File: config.mk
export PLATFORM = sky130hd
export DESIGN_NAME = ir_range_average_and_distance
export DESIGN_NICKNAME = d
export VERILOG_FILES = /design/src/hw/rtl/irad_pkg.sv /design/src/hw/rtl/irad_front.sv /design/src/hw/rtl/irad_queue.sv /design/src/hw/rtl/irad_back.sv /design/src/hw/rtl/ir_range_average_and_distance.sv
export SDC_FILE = /design/constraint.sdc
export NUM_CORES = 1
export LEC_CHECK = 0
export BUFFER_PORTS_ARGS = -buffer_cell sky130_fd_sc_hd__buf_4
export CAP_MARGIN = 15
export CORE_MARGIN = 2
export CORE_UTILIZATION = 50
export DETAILED_ROUTE_END_ITERATION = 8
export PLACE_DENSITY = 0.78
export SLEW_MARGIN = 5
export SYNTH_ARGS = -nofsm -noshare
export SYNTH_HDL_FRONTEND = slang
export SYNTH_SLANG_ARGS = --single-unit
File: constraint.sdc
create_clock -name clk -period 7.9 [get_ports clk]
set_input_delay 1.58 -clock clk [delete_from_list [all_inputs] [get_ports clk]]
set_output_delay 1.58 -clock clk [all_outputs]
set_load 0.02 [all_outputs]
File: src/hw/rtl/irad_pkg.sv
`timescale 1ns / 1ps
// ----------------------------------------------------------------------------
// irad_pkg: shared types and constants for the IR range average block
// Widths, reset values, register indexes, status codes and the records that
// pass between the front end, the job queue and the distance back end.
// ----------------------------------------------------------------------------
package irad_pkg;

	localparam int WINDOW_LENGTH = 5;

	localparam int SAMPLE_W    = 10;
	localparam int SUM_W       = 16;
	localparam int NUM_W       = 16;
	localparam int CM_W        = 8;
	localparam int TENTHS_W    = 16;
	localparam int WHOLE_W     = 13;
	localparam int DIGIT_W     = 4;
	localparam int STATUS_W    = 3;
	localparam int CFG_INDEX_W = 3;
	localparam int CFG_DATA_W  = 16;

	localparam int SLOT_W = (WINDOW_LENGTH > 1) ? $clog2(WINDOW_LENGTH) : 1;
	localparam logic [SLOT_W-1:0] SLOT_LAST = SLOT_W'(WINDOW_LENGTH - 1);
	localparam logic [SUM_W-1:0] WIN_LEN_SUM = SUM_W'(WINDOW_LENGTH);

	// Average by reciprocal: sum * ceil(2^S / N) >> S is exact for every
	// 16-bit sum when S = 16 + ceil(log2 N).
	localparam int AVG_SHIFT  = SUM_W + $clog2(WINDOW_LENGTH);
	localparam int AVG_MULT_W = SUM_W + 1;
	localparam longint AVG_MULT_L =
		((longint'(1) << AVG_SHIFT) + longint'(WINDOW_LENGTH) - 1) / longint'(WINDOW_LENGTH);
	localparam logic [AVG_MULT_W-1:0] AVG_MULT = AVG_MULT_W'(AVG_MULT_L);
	localparam int AVG_PROD_W = SUM_W + AVG_MULT_W;

	// Tenths to whole centimetres: x * 52429 >> 19 is exact for 16-bit x.
	localparam logic [TENTHS_W-1:0] DIV10_MULT = 16'd52429;
	localparam int DIV10_SHIFT  = 19;
	localparam int DIV10_PROD_W = 2 * TENTHS_W;

	localparam int DIV_CNT_W = $clog2(NUM_W);
	localparam logic [DIV_CNT_W-1:0] DIV_CNT_LAST = DIV_CNT_W'(NUM_W - 1);

	localparam logic [SAMPLE_W-1:0] VALID_LOW_RST   = 10'd20;
	localparam logic [SAMPLE_W-1:0] VALID_HIGH_RST  = 10'd1000;
	localparam logic [SAMPLE_W-1:0] OFFSET_RST      = 10'd20;
	localparam logic [NUM_W-1:0]    NUMERATOR_RST   = 16'd48000;
	localparam logic [CM_W-1:0]     NEAR_LIMIT_RST  = 8'd20;
	localparam logic [CM_W-1:0]     FAR_LIMIT_RST   = 8'd80;

	typedef enum logic [CFG_INDEX_W-1:0] {
		REG_VALID_LOW  = 3'd0,
		REG_VALID_HIGH = 3'd1,
		REG_OFFSET     = 3'd2,
		REG_NUMERATOR  = 3'd3,
		REG_NEAR_LIMIT = 3'd4,
		REG_FAR_LIMIT  = 3'd5
	} cfg_reg_t;

	typedef enum logic [STATUS_W-1:0] {
		STATUS_OK        = 3'd0,
		STATUS_INVALID   = 3'd1,
		STATUS_CALC_ERR  = 3'd2,
		STATUS_TOO_CLOSE = 3'd3,
		STATUS_TOO_FAR   = 3'd4
	} status_t;

	typedef struct packed {
		logic [SAMPLE_W-1:0] valid_low;
		logic [SAMPLE_W-1:0] valid_high;
		logic [SAMPLE_W-1:0] sample_offset;
		logic [NUM_W-1:0]    distance_numerator;
		logic [CM_W-1:0]     near_limit_cm;
		logic [CM_W-1:0]     far_limit_cm;
	} cfg_t;

	// One classified word handed from the front end to the back end.
	typedef struct packed {
		logic [SAMPLE_W-1:0] raw;
		logic [SAMPLE_W-1:0] avg;
		status_t             status;
		logic                need_div;
		logic [SAMPLE_W-1:0] divisor;
	} job_t;

	typedef enum logic [2:0] {
		B_IDLE,
		B_DIV,
		B_SCALE,
		B_DIGIT,
		B_DONE
	} back_state_t;

endpackage

File: src/hw/rtl/irad_front.sv
`timescale 1ns / 1ps
// ----------------------------------------------------------------------------
// irad_front: window update and classification
// Keeps the sample ring and running sum, forms the truncated average and
// sorts each word into invalid, calculation error or needs a division.
// ----------------------------------------------------------------------------
module irad_front (
	input  logic                          clk,
	input  logic                          arst_n,
	input  irad_pkg::cfg_t                cfg,
	input  logic                          in_valid,
	output logic                          in_ready,
	input  logic [irad_pkg::SAMPLE_W-1:0] sample,
	output logic                          job_valid,
	input  logic                          job_ready,
	output irad_pkg::job_t                job
);

	logic [irad_pkg::SAMPLE_W-1:0] ring_q [irad_pkg::WINDOW_LENGTH];
	logic [irad_pkg::SUM_W-1:0]    sum_q;
	logic [irad_pkg::SLOT_W-1:0]   slot_q;
	logic                          primed_q;

	logic                          v_s1, v_s2;
	logic [irad_pkg::SAMPLE_W-1:0] raw_s1, raw_s2, avg_s2;

	logic                            accept;
	logic [irad_pkg::SUM_W-1:0]      sum_next;
	logic [irad_pkg::SLOT_W-1:0]     slot_next;
	logic [irad_pkg::AVG_PROD_W-1:0] avg_prod;

	assign in_ready = !v_s1 && !v_s2;
	assign accept   = in_valid && in_ready;

	assign slot_next = (slot_q == irad_pkg::SLOT_LAST) ? '0 : slot_q + 1'b1;

	always_comb begin
		if (!primed_q) begin
			sum_next = irad_pkg::SUM_W'({6'd0, sample} * irad_pkg::WIN_LEN_SUM);
		end else begin
			sum_next = sum_q - {6'd0, ring_q[slot_q]} + {6'd0, sample};
		end
	end

	always_ff @(posedge clk or negedge arst_n) begin
		if (!arst_n) begin
			sum_q    <= '0;
			slot_q   <= '0;
			primed_q <= 1'b0;
		end else if (accept) begin
			sum_q    <= sum_next;
			primed_q <= 1'b1;
			// A fill writes slot zero too, so the next slot is one past it.
			slot_q   <= primed_q ? slot_next :
				((irad_pkg::SLOT_LAST == '0) ? '0 : irad_pkg::SLOT_W'(1));
		end
	end

	always_ff @(posedge clk) begin
		for (int i = 0; i < irad_pkg::WINDOW_LENGTH; i++) begin
			if (accept && (!primed_q || slot_q == irad_pkg::SLOT_W'(i))) begin
				ring_q[i] <= sample;
			end
		end
	end

	assign avg_prod = irad_pkg::AVG_PROD_W'(sum_q) * irad_pkg::AVG_PROD_W'(irad_pkg::AVG_MULT);

	always_ff @(posedge clk or negedge arst_n) begin
		if (!arst_n) begin
			v_s1 <= 1'b0;
			v_s2 <= 1'b0;
		end else begin
			if (accept) begin
				v_s1 <= 1'b1;
			end else if (v_s1 && !v_s2) begin
				v_s1 <= 1'b0;
			end
			if (v_s1 && !v_s2) begin
				v_s2 <= 1'b1;
			end else if (v_s2 && job_ready) begin
				v_s2 <= 1'b0;
			end
		end
	end

	always_ff @(posedge clk) begin
		if (accept) begin
			raw_s1 <= sample;
		end
		if (v_s1 && !v_s2) begin
			raw_s2 <= raw_s1;
			avg_s2 <= irad_pkg::SAMPLE_W'(avg_prod >> irad_pkg::AVG_SHIFT);
		end
	end

	always_comb begin
		job.raw      = raw_s2;
		job.avg      = avg_s2;
		job.divisor  = avg_s2 - cfg.sample_offset;
		job.need_div = 1'b0;
		if (avg_s2 < cfg.valid_low || avg_s2 > cfg.valid_high) begin
			job.status = irad_pkg::STATUS_INVALID;
		end else if (avg_s2 <= cfg.sample_offset) begin
			job.status = irad_pkg::STATUS_CALC_ERR;
		end else begin
			job.status   = irad_pkg::STATUS_OK;
			job.need_div = 1'b1;
		end
	end

	assign job_valid = v_s2;

endmodule

File: src/hw/rtl/irad_queue.sv
`timescale 1ns / 1ps
// ----------------------------------------------------------------------------
// irad_queue: two-entry job queue
// Decouples the front end from the divider so each side stalls on its own.
// ----------------------------------------------------------------------------
module irad_queue (
	input  logic           clk,
	input  logic           arst_n,
	input  logic           wr_valid,
	output logic           wr_ready,
	input  irad_pkg::job_t wr_job,
	output logic           rd_valid,
	input  logic           rd_ready,
	output irad_pkg::job_t rd_job
);

	irad_pkg::job_t entry_q [2];
	logic           wr_ptr_q, rd_ptr_q;
	logic [1:0]     count_q;
	logic           push, pop;

	assign wr_ready = (count_q != 2'd2);
	assign rd_valid = (count_q != 2'd0);
	assign push     = wr_valid && wr_ready;
	assign pop      = rd_valid && rd_ready;
	assign rd_job   = entry_q[rd_ptr_q];

	always_ff @(posedge clk or negedge arst_n) begin
		if (!arst_n) begin
			wr_ptr_q <= 1'b0;
			rd_ptr_q <= 1'b0;
			count_q  <= 2'd0;
		end else begin
			if (push) begin
				wr_ptr_q <= !wr_ptr_q;
			end
			if (pop) begin
				rd_ptr_q <= !rd_ptr_q;
			end
			case ({push, pop})
				2'b10:   count_q <= count_q + 2'd1;
				2'b01:   count_q <= count_q - 2'd1;
				default: count_q <= count_q;
			endcase
		end
	end

	always_ff @(posedge clk) begin
		if (push) begin
			entry_q[wr_ptr_q] <= wr_job;
		end
	end

endmodule

File: src/hw/rtl/irad_back.sv
`timescale 1ns / 1ps
// ----------------------------------------------------------------------------
// irad_back: distance division and result register
// Radix-2 restoring divider, tenths split by reciprocal, limit checks and
// the output register of the result channel.
// ----------------------------------------------------------------------------
module irad_back (
	input  logic                            clk,
	input  logic                            arst_n,
	input  irad_pkg::cfg_t                  cfg,
	input  logic                            job_valid,
	output logic                            job_ready,
	input  irad_pkg::job_t                  job,
	output logic                            out_valid,
	input  logic                            out_ready,
	output logic [irad_pkg::SAMPLE_W-1:0]   raw_echo,
	output logic [irad_pkg::SAMPLE_W-1:0]   average,
	output logic [irad_pkg::STATUS_W-1:0]   status,
	output logic [irad_pkg::TENTHS_W-1:0]   distance_tenths,
	output logic [irad_pkg::WHOLE_W-1:0]    distance_whole_cm,
	output logic [irad_pkg::DIGIT_W-1:0]    distance_tenth_digit
);

	irad_pkg::back_state_t state_q, state_next;

	logic [irad_pkg::SAMPLE_W-1:0]     raw_q, avg_q, div_q, rem_q;
	irad_pkg::status_t                 status_q;
	logic [irad_pkg::TENTHS_W-1:0]     quo_q;
	logic [irad_pkg::WHOLE_W-1:0]      whole_q;
	logic [irad_pkg::DIGIT_W-1:0]      digit_q;
	logic [irad_pkg::DIV_CNT_W-1:0]    cnt_q;
	logic [irad_pkg::DIV10_PROD_W-1:0] prod_q;
	logic                              out_valid_q;

	logic                          take_job, load_out, out_free;
	logic [irad_pkg::SAMPLE_W:0]   shifted, diff;
	logic                          fits;
	logic [irad_pkg::WHOLE_W-1:0]  whole;
	logic [irad_pkg::TENTHS_W-1:0] whole_ten;

	assign out_free = !out_valid_q || out_ready;

	always_comb begin
		state_next = state_q;
		case (state_q)
			irad_pkg::B_IDLE: begin
				if (job_valid) begin
					state_next = job.need_div ? irad_pkg::B_DIV : irad_pkg::B_DONE;
				end
			end
			irad_pkg::B_DIV: begin
				if (cnt_q == '0) begin
					state_next = irad_pkg::B_SCALE;
				end
			end
			irad_pkg::B_SCALE: state_next = irad_pkg::B_DIGIT;
			irad_pkg::B_DIGIT: state_next = irad_pkg::B_DONE;
			irad_pkg::B_DONE: begin
				if (out_free) begin
					state_next = irad_pkg::B_IDLE;
				end
			end
			default: state_next = irad_pkg::B_IDLE;
		endcase
	end

	always_comb begin
		job_ready = (state_q == irad_pkg::B_IDLE);
		load_out  = (state_q == irad_pkg::B_DONE) && out_free;
	end

	assign take_job = job_valid && job_ready;

	// One quotient bit a cycle; the remainder always stays below the divisor.
	assign shifted = {rem_q, quo_q[irad_pkg::TENTHS_W-1]};
	assign fits    = shifted >= {1'b0, div_q};
	assign diff    = shifted - {1'b0, div_q};

	assign whole     = irad_pkg::WHOLE_W'(prod_q >> irad_pkg::DIV10_SHIFT);
	assign whole_ten = irad_pkg::TENTHS_W'({whole, 3'b000}) + irad_pkg::TENTHS_W'({whole, 1'b0});

	always_ff @(posedge clk or negedge arst_n) begin
		if (!arst_n) begin
			state_q     <= irad_pkg::B_IDLE;
			out_valid_q <= 1'b0;
		end else begin
			state_q <= state_next;
			if (load_out) begin
				out_valid_q <= 1'b1;
			end else if (out_ready) begin
				out_valid_q <= 1'b0;
			end
		end
	end

	always_ff @(posedge clk) begin
		case (state_q)
			irad_pkg::B_IDLE: begin
				if (take_job) begin
					raw_q    <= job.raw;
					avg_q    <= job.avg;
					status_q <= job.status;
					div_q    <= job.divisor;
					rem_q    <= '0;
					quo_q    <= job.need_div ? cfg.distance_numerator : '0;
					whole_q  <= '0;
					digit_q  <= '0;
					cnt_q    <= irad_pkg::DIV_CNT_LAST;
				end
			end
			irad_pkg::B_DIV: begin
				rem_q <= fits ? diff[irad_pkg::SAMPLE_W-1:0] : shifted[irad_pkg::SAMPLE_W-1:0];
				quo_q <= {quo_q[irad_pkg::TENTHS_W-2:0], fits};
				cnt_q <= cnt_q - 1'b1;
			end
			irad_pkg::B_SCALE: begin
				prod_q <= irad_pkg::DIV10_PROD_W'(quo_q) *
					irad_pkg::DIV10_PROD_W'(irad_pkg::DIV10_MULT);
			end
			irad_pkg::B_DIGIT: begin
				whole_q <= whole;
				digit_q <= irad_pkg::DIGIT_W'(quo_q - whole_ten);
				if (whole < irad_pkg::WHOLE_W'(cfg.near_limit_cm)) begin
					status_q <= irad_pkg::STATUS_TOO_CLOSE;
				end else if (whole > irad_pkg::WHOLE_W'(cfg.far_limit_cm)) begin
					status_q <= irad_pkg::STATUS_TOO_FAR;
				end else begin
					status_q <= irad_pkg::STATUS_OK;
				end
			end
			default: begin
			end
		endcase
		if (load_out) begin
			raw_echo             <= raw_q;
			average              <= avg_q;
			status               <= status_q;
			distance_tenths      <= quo_q;
			distance_whole_cm    <= whole_q;
			distance_tenth_digit <= digit_q;
		end
	end

	assign out_valid = out_valid_q;

	a_div_ends: assert property (@(posedge clk) disable iff (!arst_n)
		state_q == irad_pkg::B_DIV && cnt_q == '0 |=> state_q == irad_pkg::B_SCALE)
		else $error("divider overran its step count");

	a_digit_range: assert property (@(posedge clk) disable iff (!arst_n)
		out_valid |-> distance_tenth_digit <= irad_pkg::DIGIT_W'(9))
		else $error("tenth digit out of range");

	a_split_consistent: assert property (@(posedge clk) disable iff (!arst_n)
		out_valid |-> (17'(distance_whole_cm) * 17'd10 + 17'(distance_tenth_digit))
			== 17'(distance_tenths))
		else $error("whole and tenth digit disagree with tenths");

	a_error_zero: assert property (@(posedge clk) disable iff (!arst_n)
		out_valid && (status == irad_pkg::STATUS_INVALID || status == irad_pkg::STATUS_CALC_ERR)
		|-> distance_tenths == '0)
		else $error("distance reported on an error status");

endmodule

File: src/hw/rtl/ir_range_average_and_distance.sv
`timescale 1ns / 1ps
// ----------------------------------------------------------------------------
// ir_range_average_and_distance: IR range moving average and distance
// Averages IR sensor samples over a window and converts the average into a
// status code and a distance in tenths of a centimetre.
// ----------------------------------------------------------------------------
// Usage:
// Samples enter on the in_valid / in_ready channel, one 10-bit word each.
// Every sample produces exactly one result word on out_valid / out_ready.
// The front end updates the window ring and running sum, forms the truncated
// average and classifies the word; it takes a new sample only after the last
// word has passed into the two-entry job queue.
// The back end pops one job at a time. A word that needs a distance passes
// the radix-2 divider, then the scale and digit steps and the done state;
// invalid or calculation-error words go straight to the done state. A new job
// is taken only once the last result has been loaded into the output register.
// A stalled receiver holds the result in the output register; the back end
// then waits, the queue fills, and in_ready drops once the front end is full.
// Reset clears the window (the first sample after reset fills every slot),
// empties the pipeline and queue, and loads the default thresholds.
// User writes registers via cfg_we/index/wdata only while idle; not enforced.
// ----------------------------------------------------------------------------
module ir_range_average_and_distance (
	input  logic                               clk,
	input  logic                               arst_n,
	input  logic                               cfg_we,
	input  logic [irad_pkg::CFG_INDEX_W-1:0]   cfg_index,
	input  logic [irad_pkg::CFG_DATA_W-1:0]    cfg_wdata,
	input  logic                               in_valid,
	output logic                               in_ready,
	input  logic [irad_pkg::SAMPLE_W-1:0]      sample,
	output logic                               out_valid,
	input  logic                               out_ready,
	output logic [irad_pkg::SAMPLE_W-1:0]      raw_echo,
	output logic [irad_pkg::SAMPLE_W-1:0]      average,
	output logic [irad_pkg::STATUS_W-1:0]      status,
	output logic [irad_pkg::TENTHS_W-1:0]      distance_tenths,
	output logic [irad_pkg::WHOLE_W-1:0]       distance_whole_cm,
	output logic [irad_pkg::DIGIT_W-1:0]       distance_tenth_digit
);

	irad_pkg::cfg_t cfg_q;

	// Register file. Values are truncated to the register width, and an
	// index outside the list is ignored.
	always_ff @(posedge clk or negedge arst_n) begin
		if (!arst_n) begin
			cfg_q.valid_low          <= irad_pkg::VALID_LOW_RST;
			cfg_q.valid_high         <= irad_pkg::VALID_HIGH_RST;
			cfg_q.sample_offset      <= irad_pkg::OFFSET_RST;
			cfg_q.distance_numerator <= irad_pkg::NUMERATOR_RST;
			cfg_q.near_limit_cm      <= irad_pkg::NEAR_LIMIT_RST;
			cfg_q.far_limit_cm       <= irad_pkg::FAR_LIMIT_RST;
		end else if (cfg_we) begin
			case (irad_pkg::cfg_reg_t'(cfg_index))
				irad_pkg::REG_VALID_LOW:  cfg_q.valid_low <= cfg_wdata[irad_pkg::SAMPLE_W-1:0];
				irad_pkg::REG_VALID_HIGH: cfg_q.valid_high <= cfg_wdata[irad_pkg::SAMPLE_W-1:0];
				irad_pkg::REG_OFFSET:     cfg_q.sample_offset <= cfg_wdata[irad_pkg::SAMPLE_W-1:0];
				irad_pkg::REG_NUMERATOR:  cfg_q.distance_numerator <= cfg_wdata;
				irad_pkg::REG_NEAR_LIMIT: cfg_q.near_limit_cm <= cfg_wdata[irad_pkg::CM_W-1:0];
				irad_pkg::REG_FAR_LIMIT:  cfg_q.far_limit_cm <= cfg_wdata[irad_pkg::CM_W-1:0];
				default: begin
				end
			endcase
		end
	end

	// Front end to queue, queue to back end.
	logic           fq_valid, fq_ready, qb_valid, qb_ready;
	irad_pkg::job_t fq_job, qb_job;

	irad_front u_front (
		.clk       (clk),
		.arst_n    (arst_n),
		.cfg       (cfg_q),
		.in_valid  (in_valid),
		.in_ready  (in_ready),
		.sample    (sample),
		.job_valid (fq_valid),
		.job_ready (fq_ready),
		.job       (fq_job)
	);

	irad_queue u_queue (
		.clk      (clk),
		.arst_n   (arst_n),
		.wr_valid (fq_valid),
		.wr_ready (fq_ready),
		.wr_job   (fq_job),
		.rd_valid (qb_valid),
		.rd_ready (qb_ready),
		.rd_job   (qb_job)
	);

	irad_back u_back (
		.clk                  (clk),
		.arst_n               (arst_n),
		.cfg                  (cfg_q),
		.job_valid            (qb_valid),
		.job_ready            (qb_ready),
		.job                  (qb_job),
		.out_valid            (out_valid),
		.out_ready            (out_ready),
		.raw_echo             (raw_echo),
		.average              (average),
		.status               (status),
		.distance_tenths      (distance_tenths),
		.distance_whole_cm    (distance_whole_cm),
		.distance_tenth_digit (distance_tenth_digit)
	);

endmodule
Word-level counts from Yosys, hierarchy flattened
Memories as Yosys holds them, arrays and structs flattened. Cells that the tools add are included.

Latch bits: 0. Bits of input ports: 34. ROM bits: 0. RAM bits: 116. Word-level logic and storage cells: 168. Memories: 2. Bits in registers: 290.

Magnitude comparators: 6. Multiplexer cells: 47. Shift-type cells: 0. Div/mod/pow operators: 0. Reductions and logical operators: 45. Multiply operators: 3. $add $sub $neg: 10. Equality and inequality tests: 20. Bitwise operators: 0.

Memory list: u_queue.entry_q (words 2, bits a word 33, rd ports 1, clocked after Yosys merged registers in 0, write ports 1, line irad_queue.sv:17) `irad_pkg::job_t entry_q [2];`; u_front.ring_q (words 5, bits a word 10, rd ports 1, clocked after Yosys merged registers in 0, write ports 5, line irad_front.sv:19) `logic [irad_pkg::SAMPLE_W-1:0] ring_q [irad_pkg::WINDOW_LENGTH];`.

Operators by type and width (count): two-way mux 16 bit (3); multiplier 16 x 16 -> 32 bit, second input constant (1); case mux 16 bit (2 select lines) (1); multiplier 16 x 16 -> 28 bit, second input constant (1); two-way mux 3 bit (9); case mux 13 bit (2 select lines) (1); two-way mux 1 bit (20); two-way mux 10 bit (2); case mux 10 bit (2 select lines) (1); subtractor 10 bit (2); equality test 3 x 2 -> 1 bit, second input constant (6); AND reduction 2 bit (9); adder 16 x 10 -> 16 bit (1); case mux 4 bit (2 select lines) (2); subtractor 16 x 10 -> 16 bit (1); case mux 3 bit (5 select lines) (1); nonzero test 2 bit (7); greater-than comparator 13 x 8 -> 1 bit (1); less-than comparator 13 x 8 -> 1 bit (1); multiplier 10 x 3 -> 13 bit, second input constant (1); two-way mux 13 bit (1); equality test 3 bit, second input constant (4); >= comparator 11 x 10 -> 1 bit (1); logical AND 1 bit (11); other kinds (23) (43).

Logic depth before layout (Yosys ltp)
Gate-level depths: netlist of the first run.

Word-level depth: 6. Mapped depth: 21. Mapped depth without buffers: 21.

Cells and area by module
From an unflattened synthesis of the first run, not the netlist that was laid out.

Cells, all modules: 2089. Area total of the unflattened synthesis: 25911.1 µm².

Modules (own cells, without submodules): irad_back (instances 1, cells an instance 884, area an instance 10641.5 µm²); irad_front (instances 1, cells an instance 947, area an instance 10117.2 µm²); irad_queue (instances 1, cells an instance 123, area an instance 2665.1 µm²); ir_range_average_and_distance (instances 1, cells an instance 135, area an instance 2487.4 µm²).

Worst setup path after synthesis of the first run
No wires, ideal clock.

Kind: register to register. Start point: register u_back.quo_q[1] in the netlist's numbering. End point: register u_back.prod_q[30] in the netlist's numbering (data pin). Required time: 7644 ps. Path buffers: 0. Arrival: 5261 ps. Cell stages (with the launch flop): 19. Setup slack: 2384 ps. Path through: edfxtp_1 > ha_1 > xor2_1 > ha_1 > fa_1 > fa_1 > fa_1 > inv_1 > fa_1 > inv_1 > ha_1 > and4_1 > and4_1 > a21oi_1 > nand3_1 > a21boi_1 > a31oi_1 > or3_1 > o211a_1.

Word-level cells in the longest chain between the ends: 1.

Ends and longest elaborated chain: start: declaration (line irad_back.sv:28) `logic [irad_pkg::TENTHS_W-1:0] quo_q;`; start signal: assignment (line irad_back.sv:105) `quo_q <= job.need_div ? cfg.distance_numerator : '0;`; start signal: assignment (line irad_back.sv:113) `quo_q <= {quo_q[irad_pkg::TENTHS_W-2:0], fits};`; multiplier 16 x 16 -> 32 bit (line irad_back.sv:117) `prod_q <= irad_pkg::DIV10_PROD_W'(quo_q) *`; end signal: assignment (line irad_back.sv:117); end: declaration (line irad_back.sv:32) `logic [irad_pkg::DIV10_PROD_W-1:0] prod_q;`.

No other way between the ends. A chain may end at the register's enable or synchronous reset.

Worst setup path in the final report of the first run
Start point: register u_back.quo_q[0] in the netlist's numbering. End point: register u_back.prod_q[30] in the netlist's numbering (data pin).

The elaborated chain is that of the path after synthesis.

==> results of run 1 <==
[synth_stat cells, types with 11 or more instances]
cell and number:
mux2i_1 14, ha_1 334, fa_1 172, nor2b_1 11, and2_1 15, o21a_1 11, nand2_1 143, a211oi_1 11
o21ai_0 84, mux2_2 59, a21o_1 32, clkbuf_1 27, nor3_1 12, nand3_1 14, nand4_1 13, dfrtp_1 71
xor2_1 27, edfxtp_1 295, inv_1 434, nor2_1 77, dfstp_2 21, a21oi_1 68, xnor2_1 52
[layout by cell type, fill, tap and decap left out, types with 5 or more instances in the layout]
master | netlist | layout
a31oi_1 | 7 | 7
nor2_1 | 77 | 75
mux2i_1 | 14 | 14
inv_1 | 434 | 434
xnor2_1 | 52 | 52
ha_1 | 334 | 334
clkbuf_16 | 0 | 43
o211ai_1 | 5 | 5
clkinv_1 | 1 | 5
buf_4 | 1 | 107
o22ai_1 | 8 | 8
o21ai_1 | 10 | 10
nor3_1 | 12 | 12
a21oi_1 | 68 | 68
nand2b_1 | 8 | 8
or3_1 | 5 | 5
o21a_1 | 11 | 11
a22o_1 | 7 | 7
a21boi_1 | 5 | 5
clkbuf_8 | 0 | 6
nor2b_1 | 11 | 11
mux4_2 | 10 | 10
xor2_1 | 27 | 27
mux2_2 | 59 | 59
dfstp_2 | 21 | 21
and2_1 | 15 | 15
clkbuf_1 | 27 | 7
and3_1 | 9 | 8
fa_1 | 172 | 172
nand4_1 | 13 | 13
a21o_1 | 32 | 32
a211oi_1 | 11 | 11
clkinv_2 | 0 | 5
dfrtp_1 | 71 | 71
nand2_1 | 143 | 142
edfxtp_1 | 295 | 295
nand3_1 | 14 | 14
o21ai_0 | 84 | 84
[registers in the layout (all words and copies together) (netlist names), 10 cells and up]
| signal | flops |
|---|---|
| u_back.average | 10 |
| u_back.rem_q | 10 |
| u_front.raw_s1 | 10 |
| u_back.whole_q | 13 |
| u_back.prod_q | 13 |
| u_back.raw_echo | 10 |
| u_front.avg_s2 | 10 |
| u_back.distance_tenths | 16 |
| u_queue.entry_q | 66 |
| u_back.avg_q | 10 |
| u_back.div_q | 10 |
| cfg_q | 62 |
| u_front.raw_s2 | 10 |
| u_front.sum_q | 16 |
| u_back.quo_q | 16 |
| u_front.ring_q | 50 |
| u_back.distance_whole_cm | 13 |
| u_back.raw_q | 10 |
[cells by family after synthesis]
family / after synthesis / synth area share
compound gates: 289 / 0.07204
xor+xnor: 79 / 0.02690
fa+ha+maj: 506 / 0.2963
buf+inv: 467 / 0.06834
flops: 387 / 0.4349
mux: 84 / 0.04047
simple gates: 334 / 0.06100
[critical path, stage by stage (launching register included)]
cell and delay (ns):
edfxtp_1 0.54, inv_1 0.14, ha_1 0.34, inv_1 0.09, ha_1 0.28, inv_1 0.05
fa_1 0.53, inv_1 0.06, fa_1 0.52, fa_1 0.54, inv_1 0.05, fa_1 0.53
inv_1 0.04, ha_1 0.33, and4_1 0.22, and4_1 0.21, a21oi_1 0.14, nand3_1 0.27
a21boi_1 0.33, a31oi_1 0.12, or3_1 0.35, o211a_1 0.14
[layout make-up]
class / instances / share of cell area
Multi-Input combinational cell: 1292 / 0.4473
Sequential cell: 387 / 0.3903
Inverter: 435 / 0.05696
Clock buffer: 56 / 0.04133
Tap cell: 680 / 0.02968
Timing Repair Buffer: 107 / 0.02802
Clock inverter: 22 / 0.006329
Antenna cell: 2 / 0.0001746
[metrics by stage]
stage	cell area [um2]	setup WS [ns]	hold WS [ns]
2_1_floorplan	25720	2.384	0.4003
3_3_place_gp	27290	1.987	0.4022
3_5_place_dp	27290	1.869	0.4045
4_1_cts	28650	1.817	0.4028
5_1_grt	28660	1.458	0.4016
6_report	28670	1.800	0.4114
[worst min path at each step]
stage,endpoint,slack [ns],depth (start not counted)
2_1_floorplan,u_back.average[0],0.40,0
3_3_place_gp,u_back.raw_echo[0],0.40,0
3_5_place_dp,u_back.distance_whole_cm[9],0.40,0
4_1_cts,u_back.distance_whole_cm[3],0.40,0
5_1_grt,u_back.distance_whole_cm[12],0.40,0
6_report,u_back.distance_whole_cm[12],0.41,0
[routing by layer]
layer	share of wire	GRT usage
met1	0.43	0.2894
met2	0.49	0.3796
met3	0.047	0.03594
met4	0.027	0.06532
met5	0.00019	0
==> qor.tcl, run 1 <==
set qor(status) {complete, no violations}
set qor(floorplan.rows) 83
set qor(maxSlewHeadroom) 0.2911
set qor(cts_sinks) 387
set qor(hold_violations) 0
set qor(synthesis.instances) 2146
set qor(drtAntennaViolNets) 0
set qor(utilization) 0.5610
set qor(placedCellCount) 2900
set qor(postCtsSetupBuffers) 0
set qor(final_cells) 2981
set qor(worstMarginPinSlew_ns) 1.061
set qor(number_of_global_route_vias_before_repair) 16891
set qor(core_region_area_mm2) 0.05109
set qor(grt-ovfl-total) 0
set qor(min_period_over_period) 0.7721
set qor(setup_slack_of_the_worst_register_to_register_path_ns) 1.80
set qor(boundaryPins) 92
set qor(synth_cell_types) 76
set qor(end_kind) {register}
set qor(setup-violations-final) 0
set qor(via_count) 15963
set qor(max_cap_viol_count) 0
set qor(grt_antenna_before_repair) 3
set qor(drt-wirelength-per-cell_um) 19.13
set qor(crit_arrival_ns) 6.42
set qor(register_area_mm2) 0.01119
set qor(drt-pass1-iter-count) 7
set qor(synth_edf_count) 295
set qor(layout_stage_area_growth_over_the_synthesis_result_pct) 11.45
set qor(hold_start) {u_back.whole_q[12]}
set qor(starting_density_of_the_core) 0.5034
set qor(critPathLaunch) {u_back.quo_q[0]}
set qor(critical_path_required_time_ns) 8.22
set qor(synthesis.nets) 2686
set qor(clkLatencyLatePin_ns) 0.58
set qor(post_synth_instance_area_mm2) 0.02572
set qor(grt_resource_usage_total) 0.2213
set qor(layout_min_cycle_time_ns) 6.100
set qor(cts-root-to-sink-buffers) 3
set qor(synth_seq_cells) 387
set qor(drt-initial-drc-count) 1019
set qor(fp.dieArea_mm2) 0.05328
set qor(place_hpwl_mm) 44.06
set qor(die_height_um) 230.8
set qor(crit_path_start_kind) {register}
set qor(hold_class) {register to register}
set qor(clk_transition_reported_paths_ns) 0.06
set qor(port_buffers) 91
set qor(critPathCapture) {u_back.prod_q[30]}
set qor(synth.avg_cell_area_um2) 11.99
set qor(synth_top_cells_by_area) {edfxtp_1, ha_1, fa_1}
set qor(pin_count_of_the_biggest_net_entering_global_routing) 66
set qor(async_reset_ff_frac) 0.2377
set qor(tns_ns) 0
set qor(die_width_um) 230.8
set qor(cell_type_with_the_largest_total_area_after_synthesis) {edfxtp_1}
set qor(reg2regPathDepth) 21
set qor(unrepaired_setup_endpoints_after_global_routing) {false}
set qor(synth-main-ff-cell) {edfxtp_1}
set qor(fin_max_slew_vios) 0
set qor(fmaxAchievable_ghz) 0.1639
set qor(vias_per_cell) 5.355
set qor(yosys_warnings) 0
set qor(critPathMaxFanout) 7
set qor(synth_top_cell_area_share) 0.3444
set qor(postCtsHoldBufs) 0
set qor(final_skew_ns) 0.02088
set qor(grt_first_pass_wirelength_mm) 91.74
set qor(layout_cell_share_with_drive_strength_beyond_1) 0.1266
set qor(worst_r2r_startpoint) {u_back.quo_q[0]}
set qor(r2r-end) {u_back.prod_q[30]}
set qor(area_taken_by_multi_input_logic_gates_mm2) 0.01282
set qor(setup.worst_path.class) {register to register}
set qor(h-tree-depth) 2
set qor(fillers) 4167
set qor(cts-buffers-inserted) 42
set qor(cts-resized-gates) 0
set qor(cts-root-buf) {clkbuf_16}
set qor(routabilityCongestion) 0.9421
set qor(wirelength_mm) 57.04
set qor(detail_route.drc_violations) 0
set qor(synth-seq-area-share) 0.4349
set qor(fin_nets) 2805
set qor(clock_tree_from_tritoncts) {built}
Power of run 1 is not shown: default switching activity piles up to over one toggle a cycle in this logic, so the estimate is an artifact.
==> inputs of run 2 (changes only) <==
--- a/config.mk
+++ b/config.mk
@@ -10,7 +10,7 @@
 export CORE_MARGIN = 2
 export CORE_UTILIZATION = 50
 export DETAILED_ROUTE_END_ITERATION = 8
-export PLACE_DENSITY = 0.78
+export PLACE_DENSITY = 0.8
 export SLEW_MARGIN = 5
 export SYNTH_ARGS = -nofsm -noshare
 export SYNTH_HDL_FRONTEND = slang
==> constraint.sdc (replaced) <==
create_clock -name clk -period 5 [get_ports clk]
set_input_delay 1 -clock clk [delete_from_list [all_inputs] [get_ports clk]]
set_output_delay 1 -clock clk [all_outputs]
set_load 0.02 [all_outputs]
==> qor.tcl, run 2 (synthesis results as in run 1) <==
set qor(status) {finished, violations left}
set qor(violations) {setup timing}
set qor(drt-initial-drc-count) 1283
set qor(place_area_mm2) 0.02861
set qor(drtAntennaViolNets) 0
set qor(crit_arrival_ns) 5.74
set qor(most-common-layout-cells) {inv_1, ha_1, edfxtp_1}
set qor(die_width_um) 230.8
set qor(wirelength_mm) 59.15
set qor(grt.met1_usage) 0.2762
set qor(fin_nets) 2972
set qor(routabilityCongestion) 0.9757
set qor(crit_top_cell) {fa_1}
set qor(grt_first_pass_wirelength_mm) 94.03
set qor(top_usage_layer) {met2}
set qor(register_area_mm2) 0.01120
set qor(drt-pass1-iter-count) 5
set qor(starting_density_of_the_core) 0.5034
set qor(unrepaired_setup_endpoints_after_global_routing) {true}
set qor(worst_path_dominant_cell_family) {adder cells}
set qor(critPathMaxFanout) 5
set qor(tns_ns) -4.015
set qor(max_incr_delay_on_cp_ns) 0.54
set qor(worst_r2r_startpoint) {u_back.quo_q[1]}
set qor(worstMarginPinSlew_ns) 1.133
set qor(end_kind) {register}
set qor(min_period_over_period) 1.089
set qor(floorplan.rows) 83
set qor(setup_slack_of_the_worst_register_to_register_path_ns) -0.45
set qor(max_flop_register) {u_queue.entry_q}
set qor(layout_stage_area_growth_over_the_synthesis_result_pct) 19.06
set qor(cts-root-to-sink-buffers) 3
set qor(cts_sinks) 387
set qor(final_skew_ns) 0.02968
set qor(fin_max_slew_vios) 0
set qor(setup-violations-final) 21
set qor(grtUsageMet3) 0.03347
set qor(pin_count_of_the_biggest_net_entering_global_routing) 57
set qor(number_of_global_route_vias_before_repair) 17917
set qor(clkLatencyLatePin_ns) 0.57
set qor(h-tree-depth) 2
set qor(grt.met2_usage) 0.3986
set qor(path_buf_inv) 5
set qor(grt_resource_usage_total) 0.2251
set qor(layout_min_cycle_time_ns) 5.446
set qor(reg2regPathDepth) 20
set qor(fillers) 3874
set qor(path_depth) 20
set qor(maxSlewHeadroom) 0.2407
set qor(critical-path-slowest-cell) {fa_1}
set qor(max_cap_viol_count) 0
set qor(hold_violations) 0
set qor(cts-root-buf) {clkbuf_16}
set qor(layout.cell_area.non_filler_mm2) 0.03062
set qor(layout_setup_ws_ns) -0.4455
set qor(grt-ovfl-total) 0
set qor(via_count) 16762
set qor(layout_cell_share_with_drive_strength_beyond_1) 0.2335
set qor(core_region_area_mm2) 0.05109
set qor(die_height_um) 230.8
set qor(port_buffers) 91
set qor(critical_path_required_time_ns) 5.30
set qor(postCtsHoldBufs) 0
set qor(critPathLaunch) {u_back.quo_q[1]}
set qor(fmaxAchievable_ghz) 0.1836
set qor(detail_route.drc_violations) 0
set qor(clock_tree_from_tritoncts) {built}
set qor(area_taken_by_multi_input_logic_gates_mm2) 0.01350
set qor(grt_antenna_before_repair) 1
set qor(boundaryPins) 92
set qor(mostFrequentLayoutCell) {inv_1}
set qor(cts-buffers-inserted) 41
set qor(largest_reg_flops) 66
set qor(r2r-end) {u_back.prod_q[25]}
set qor(worstHoldPathCells) 0
set qor(critPathCapture) {u_back.prod_q[25]}
set qor(place_hpwl_mm) 45.34
set qor(hold_class) {register to register}
set qor(vias_per_cell) 5.331
set qor(setup.worst_path.class) {register to register}
set qor(crit_path_start_kind) {register}
set qor(drt-wirelength-per-cell_um) 18.81
set qor(crit_path_cell_trace) {buf_6, ha_4, xor2_1, ha_1, fa_1, fa_1, fa_1, inv_1, fa_1, inv_2, ha_4, a21oi_2, o21ai_1, a21oi_1, o32a_1, o21ai_2, a211o_1, buf_4, buf_4, xor2_1}
set qor(fp.dieArea_mm2) 0.05328
set qor(biggestRegsByFlops) {u_queue.entry_q x66, cfg_q x62, u_front.ring_q x50}
set qor(clk_transition_reported_paths_ns) 0.06
## run 2: timing repair
| action | CTS | global route |
|---|---|---|
| cloned | 0 | 0 |
| endpoints found under the setup margin | 19 | 21 |
| resized for setup | 55 | 42 |
| pin swaps | 45 | 57 |
| buffers inserted | 15 | 20 |
## run 2: how the worst min path moves through the flow
stage / start / to / slack, ns
after floorplan: u_back.avg_q[0] / u_back.average[0] / 0.40
after global placement: u_front.raw_s1[7] / u_front.raw_s2[7] / 0.40
after detailed placement: u_back.avg_q[8] / u_back.average[8] / 0.40
after CTS: u_back.whole_q[1] / u_back.distance_whole_cm[1] / 0.41
after global routing: u_back.whole_q[12] / u_back.distance_whole_cm[12] / 0.42
final: u_back.whole_q[1] / u_back.distance_whole_cm[1] / 0.41
## run 2: metal layers
metal / vias to the layer above / share of wire
met5: - / 0
met2: 417 / 0.50
li1: 7836 / -
met1: 8358 / 0.41
met3: 151 / 0.046
met4: 0 / 0.039
## run 2: cell type report
cell class / instances / share of cell area
Antenna cell: 1 / 0.00008171
Sequential cell: 387 / 0.3659
Timing Repair Buffer: 275 / 0.06876
Inverter: 435 / 0.05332
Tap cell: 680 / 0.02778
Clock buffer: 47 / 0.03456
Clock inverter: 27 / 0.008907
Multi-Input combinational cell: 1292 / 0.4407
## run 2: metrics by stage
step | hold slack, ns | util | instances | setup slack (ns)
floorplan | 0.4003 | - | 2146 | -0.03244
global placement | 0.4043 | 0.5600 | 3034 | -0.2297
detailed placement | 0.4045 | 0.5600 | 3034 | -0.3138
CTS | 0.4123 | 0.5921 | 3123 | -0.2938
global route | 0.4177 | 0.5994 | 3144 | -0.5565
finish | 0.4143 | 0.5994 | 3144 | -0.4455
Power of run 2 is left out for the same reason.
==> inputs of run 3 (changes only) <==
--- a/config.mk
+++ b/config.mk
@@ -8,9 +8,9 @@
 export BUFFER_PORTS_ARGS = -buffer_cell sky130_fd_sc_hd__buf_4
 export CAP_MARGIN = 15
 export CORE_MARGIN = 2
-export CORE_UTILIZATION = 50
+export CORE_UTILIZATION = 57
 export DETAILED_ROUTE_END_ITERATION = 8
-export PLACE_DENSITY = 0.8
+export PLACE_DENSITY = 0.88
 export SLEW_MARGIN = 5
 export SYNTH_ARGS = -nofsm -noshare
 export SYNTH_HDL_FRONTEND = slang
==> qor.tcl, run 3 (synthesis results as in run 1) <==
set qor(min_period_over_period) 1.085
set qor(die_width_um) 216.4
set qor(grt_first_pass_wirelength_mm) 99.39
set qor(layout_setup_ws_ns) -0.4241
set qor(die_height_um) 216.4
set qor(hold_start) {u_front.raw_s1[8]}
set qor(layout_cell_share_with_drive_strength_beyond_1) 0.2286
set qor(clk_transition_reported_paths_ns) 0.06
set qor(wirelength_mm) 63.65
set qor(grt-ovfl-total) 0
set qor(fin_nets) 2965
set qor(drt-wirelength-per-cell_um) 20.86
set qor(cts-root-to-sink-buffers) 3
set qor(critPathMaxFanout) 3
set qor(end_kind) {register}
set qor(violations) {setup timing}
set qor(vias_per_cell) 5.744
set qor(port_buffers) 91
set qor(cts-buffers-inserted) 41
set qor(routabilityCongestion) 1.011
set qor(crit_path_cell_trace) {buf_4, ha_4, inv_2, buf_4, fa_1, fa_1, fa_1, inv_1, fa_1, ha_1, ha_1, nand2_1, a21oi_1, o21ai_1, nand2_1, nand4_1, a31oi_1, or3_1, o211a_1}
set qor(crit_path_start_kind) {register}
set qor(drtAntennaViolNets) 0
set qor(fmaxAchievable_ghz) 0.1844
set qor(core_region_area_mm2) 0.04441
set qor(grt_antenna_before_repair) 1
set qor(unrepaired_setup_endpoints_after_global_routing) {true}
set qor(layout_stage_area_growth_over_the_synthesis_result_pct) 18.76
set qor(clock_tree_from_tritoncts) {built}
set qor(max_incr_delay_on_cp_ns) 0.56
set qor(starting_density_of_the_core) 0.5791
set qor(boundaryPins) 92
set qor(max_flop_register) {u_queue.entry_q}
set qor(grt_resource_usage_total) 0.2725
set qor(number_of_global_route_vias_before_repair) 18828
set qor(status) {finished, violations left}
set qor(fp.dieArea_mm2) 0.04684
set qor(floorplan.rows) 77
set qor(place_area_mm2) 0.02848
set qor(place_hpwl_mm) 45.79
set qor(hold_class) {register to register}
set qor(maxSlewHeadroom) 0.2829
set qor(fin_max_slew_vios) 0
set qor(detail_route.drc_violations) 0
set qor(hold_violations) 0
set qor(mostFrequentLayoutCell) {inv_1}
set qor(largest_reg_flops) 66
set qor(setup.worst_path.class) {register to register}
set qor(cts_sinks) 387
set qor(crit_arrival_ns) 5.75
set qor(fillers) 2738
set qor(critical_path_required_time_ns) 5.33
set qor(h-tree-depth) 2
set qor(setup-violations-final) 17
set qor(cts-root-buf) {clkbuf_16}
set qor(max_cap_viol_count) 0
set qor(pin_count_of_the_biggest_net_entering_global_routing) 58
set qor(worst_r2r_startpoint) {u_back.quo_q[7]}
set qor(place_ws_ns) -0.3103
set qor(drt-pass1-iter-count) 7
set qor(critical-path-slowest-cell) {fa_1}
set qor(critPathLaunch) {u_back.quo_q[7]}
set qor(worstMarginPinSlew_ns) 1.072
set qor(drt-initial-drc-count) 1405
set qor(tns_ns) -3.784
set qor(via_count) 17532
set qor(biggestRegsByFlops) {u_queue.entry_q x66, cfg_q x62, u_front.ring_q x50}
set qor(clkLatencyLatePin_ns) 0.58
set qor(crit_top_cell) {fa_1}
set qor(most-common-layout-cells) {inv_1, edfxtp_1, ha_1}
set qor(layout.cell_area.non_filler_mm2) 0.03055
set qor(final_skew_ns) 0.01683
set qor(layout_min_cycle_time_ns) 5.424
==> run 3: final timing paths <==
kind                            slack [ns]                end  cells after the start
worst max register to register       -0.42  u_back.prod_q[30]                     19
worst min-delay path                  0.41  u_front.raw_s2[8]                      0
min in group asynchronous             0.49  u_front.sum_q[10]                      1
worst max-delay path                 -0.42  u_back.prod_q[30]                     19
worst min register to register        0.41  u_front.raw_s2[8]                      0
max in group asynchronous             3.38           cfg_q[6]                      2
==> run 3: stage by stage <==
step	cells	hold WS, ns	utilization
2_1_floorplan	2146	0.4003	-
3_5_place_dp	2943	0.4045	0.6413
3_3_place_gp	2943	0.4033	0.6413
5_1_grt	3051	0.4246	0.6877
4_1_cts	3035	0.4176	0.6776
6_report	3052	0.4148	0.6878
==> run 3: layout make-up <==
cell class | count | area, um2 | share of cell area
multi-input combinational | 1292 | 13580 | 0.4447
clock inverter | 22 | 227.7 | 0.007455
sequential | 387 | 11200 | 0.3666
tap | 592 | 740.7 | 0.02425
antenna | 2 | 5.005 | 0.0001638
timing repair buffer | 268 | 2049 | 0.06709
clock buffer | 54 | 1106 | 0.03621
inverter | 435 | 1635 | 0.05353
==> run 3: what timing repair did <==
action / 4_1_cts / 5_1_grt
pin swaps: 34 / 71
setup endpoints to repair: 17 / 21
gates resized for setup: 39 / 60
hold buffers: 0 / 0
setup buffers: 18 / 18
==> run 3: worst max-delay path, delay by kind of cell (launching register included) <==
kind | cells | cell delay (ns)
and+or+nand+nor | 4 | 0.82
AOI/OAI and AO/OA | 4 | 0.56
buffers and inverters | 4 | 0.41
DFF | 1 | 0.41
adders and majority gates | 7 | 2.98
==> run 3: layer usage <==
layer / GRT usage / routed length (um) / vias up
met2: 0.4697 / 31960 / 750
met4: 0.1315 / 3302 / 0
met3: 0.04814 / 4043 / 236
met1: 0.3330 / 24350 / 8726
met5: 0 / 0 / -
li1: - / - / 7820
Power of run 3 is left out for the same reason.
